[config.mk]
export PLATFORM = sky130hd
export DESIGN_NAME = bpq_ram
export DESIGN_NICKNAME = d
export VERILOG_FILES = /design/src/sv/bpq_ram.sv
export SDC_FILE = /design/constraint.sdc
export NUM_CORES = 2
export LEC_CHECK = 0
export BUFFER_PORTS_ARGS = -buffer_cell sky130_fd_sc_hd__buf_2
export CORE_ASPECT_RATIO = 0.8
export CORE_MARGIN = 3
export CORE_UTILIZATION = 59
export DETAILED_ROUTE_END_ITERATION = 7
export PLACE_DENSITY = 0.83
export SLEW_MARGIN = 25
export SYNTH_ARGS = -nofsm -noshare
export SYNTH_HDL_FRONTEND = slang
export SYNTH_SLANG_ARGS = --single-unit
[constraint.sdc]
create_clock -name i_clk -period 2.8 [get_ports i_clk]
set_input_delay 0.42 -clock i_clk [delete_from_list [all_inputs] [get_ports i_clk]]
set_output_delay 0.42 -clock i_clk [all_outputs]
set_load 0.02 [all_outputs]
[src/sv/bpq_ram.sv]
// Generic single-write, single-read synchronous RAM with registered read data.
module bpq_ram #(
    parameter int W = 8,
    parameter int D = 256
) (
    input  logic                 i_clk,
    input  logic                 i_we,
    input  logic [$clog2(D)-1:0] i_waddr,
    input  logic [W-1:0]         i_wdata,
    input  logic [$clog2(D)-1:0] i_raddr,
    output logic [W-1:0]         o_rdata
);
    logic [W-1:0] mem [D];
    logic [W-1:0] r_rdata;

    always_ff @(posedge i_clk) begin
        if (i_we) begin
            mem[i_waddr] <= i_wdata;
        end
        r_rdata <= mem[i_raddr];
    end

    assign o_rdata = r_rdata;
endmodule

==> run metrics <==
CP arrival=3460 ps; First DRT Iteration DRCs=7931; grt met1 use=0.419; Starting Density=0.599; hold slack=125 ps; Clock Sinks=between 2000 and 2500; IO Port Bufs=33; layout cells sized above 1=0.314; DR vias=43800; Internal=49100 uW; leakage power total=0.0299 uW; number of flops mapped to enable cells by yosys=2048; area delta synth->final=15.9%; post-synthesis adder-cell area fraction=0; mapped cell area=79600 um^2; RSZ-0062 raised after global routing=no; DRC Markers=0; fraction of the mapped netlist area in simple logic gates=0.0263; final setup vio count=0; syn_nets=3759; Distinct cells, synth=55; Final Critical Period=2780 ps; initial antenna violation count=13; Seq/Total Area, Yosys=0.775; Layout Nets=between 4000 and 5000; Comb power frac=0.057; Worst-path clk slew=70 ps; chip height=between 300 and 400 um; CP Capture Type=flop; post-route insts no fill=about 6300; Synth Area in XOR/XNOR=0; most common cell in the netlist=edfxtp_1; Synth Register Bits=2056; power density cells=677 nW/um^2; multiplexer share of the synthesized area=0.146; Final Hold Vio Count=0; Worst EP required=3480 ps; die area=139000 um^2; Cells after DPL=5933; dominant cell type by area after synthesis=edfxtp_1; post-DR wirelength/cell=about 34 um; ranking of synthesized cells by area=edfxtp_1, mux4_2, mux2i_1; Final Slew Violations=0; WS Path Type=reg2reg; GRT met2 Usage=0.482; Max Fanout on Critical Path=1; post-layout power=62400 uW; H-tree depth=4; Avg Inst Size Synth=21.3 um^2; Synth top area share=0.773; async set-reset flop share out of synthesis=0; largest family of logic cells by synthesized area=multiplexers; first-pass GRT wire length=310000 um; Flop pwr share=0.544; Synth Flop Type=edfxtp_1; slowest cell delay on critical path=670 ps; worst-path cell chain=mux4_2 > mux4_2 > nor2b_1 > nor4_1 > buf_4 > nor4_1; worst hold path type=in2reg; Root Buffer Master=clkbuf_16; Fill cells=7358; Initial DRT Pass Iterations=6; Remaining Overflow, GRT=0; slowest cell on the critical path=nor4_1; P_sw=13300 uW; Setup Fix Bufs, Post-CTS=0; met3 GRT Util=0.0892; Syn Inst Count=3733; maxcap violations=0; CTS tree=yes; post-synthesis compound-gate area fraction=0.0342; Tot GR Track Use=0.309; Worst-Margin Slew=1220 ps; Max clock buf depth=3; clock share of power=0.398; die span in x=around 420 um; Worst slew margin=0.180; outcome=completed; Placer Congestion=0.906; part of the cycle the worst path needs=0.994; Core Rows=approximately 120; sw frac=0.213; busiest grt layer=met2; most frequent cells after synthesis=edfxtp_1, mux4_2, nor2_1, mux2i_1, a22oi_1; routed wire length=about 210000 um; fmax=0.359 GHz; vias in the first global route=approximately 44000; Core ar.=~130000 um^2; post-route ant nets=0; total CTS buffers=about 180; Total Neg Setup Slack=0 ps; HPWL Detailed=130000 um; worst skew pair latency=810 ps; vias per inst=between 6 and 7; Setup crit start kind=flop; I/O pin count=34; clk_skew=28.8 ps; Synthesis Warnings=0; largest net degree at the start of global routing=105; maximum vdd drop=763 uV
-- worst max-delay path, delay by kind of cell (launching register included) --
kind	cells	cell delay, ps
buf+inv	1	240
flops	1	410
mux	2	1120
simple gates	3	890
-- logic make-up (layout without fill, tap and decap cells) --
| group | after synthesis | after routing |
|---|---|---|
| multiplexers | 591 | 591 |
| buffers and inverters | 235 | 1003 |
| AO/OA/AOI/OAI | 385 | 385 |
| other | 0 | 11 |
| flip-flops | 2056 | 2056 |
| AND/OR/NAND/NOR | 466 | 466 |
-- timing repair --
action                                  CTS  global route
endpoints found under the setup margin    0             2
hold endpoints to repair                  0             0
resized for setup                         0             2
hold buffers                              0             0
-- layer usage --
| layer | wire (um) | vias up |
|---|---|---|
| met4 | 9950 | 8 |
| met5 | 57 | - |
| li1 | - | 16900 |
| met2 | 102000 | 3798 |
| met1 | 71800 | 22400 |
| met3 | 30600 | 662 |
-- power by group through the flow --
stage	Clock (uW)	Sequential (uW)	Combinational (uW)
6_report	24900	34000	3580
5_1_grt	26000	34000	3690
4_1_cts	24900	34000	3500
3_5_place_dp	0	34600	3430
3_3_place_gp	0	34600	3320
2_1_floorplan	0	34600	1650
-- layout by cell type, fill, tap and decap left out, drive strengths merged, types with 22 or more instances in the layout --
cell type,n
o221ai,47
clkbuf,225
nor2,282
nor4,27
o22ai,28
nor2b,31
buf,671
a22oi,133
nand2,33
mux2i,134
edfxtp,2048
clkinv,79
nand3,34
nor3,22
mux4,456
a21oi,96
-- registers in the layout, indices dropped and copies added, names as in the netlist --
| name | cells |
|---|---|
| o_rdata | 8 |
| mem | 2048 |
-- stage by stage --
stage | cell area, um^2 | util | setup WS (ps)
2_1_floorplan | 79600 | - | 442
3_3_place_gp | 86300 | 0.650 | -767
3_5_place_dp | 86400 | 0.650 | -579
4_1_cts | 92100 | 0.694 | 72.9
5_1_grt | 92200 | 0.694 | 13.1
6_report | 92200 | 0.694 | 15.6
-- final timing paths --
| check | start | end | slack (ps) | cells after the start |
|---|---|---|---|---|
| setup reg to reg | mem[86][4] | o_rdata[4] | 20 | 6 |
| setup / recovery | mem[86][4] | o_rdata[4] | 20 | 6 |
| hold / removal | i_wdata[3] | mem[200][3] | 130 | 1 |
| hold reg to reg | mem[40][3] | o_rdata[3] | 1110 | 7 |
-- final cells by class --
cell class	count	area, um^2	area share
sequential	2056	61700	0.669
multi-input combinational	1442	16500	0.179
timing repair buffer	679	6000	0.0650
clock buffer	217	4830	0.0524
tap	1754	2190	0.0238
clock inverter	105	950	0.0103
antenna	11	27.5	0.000299
inverter	2	7.51	0.0000814
No activity file was read; power rests on OpenSTA's default activity.
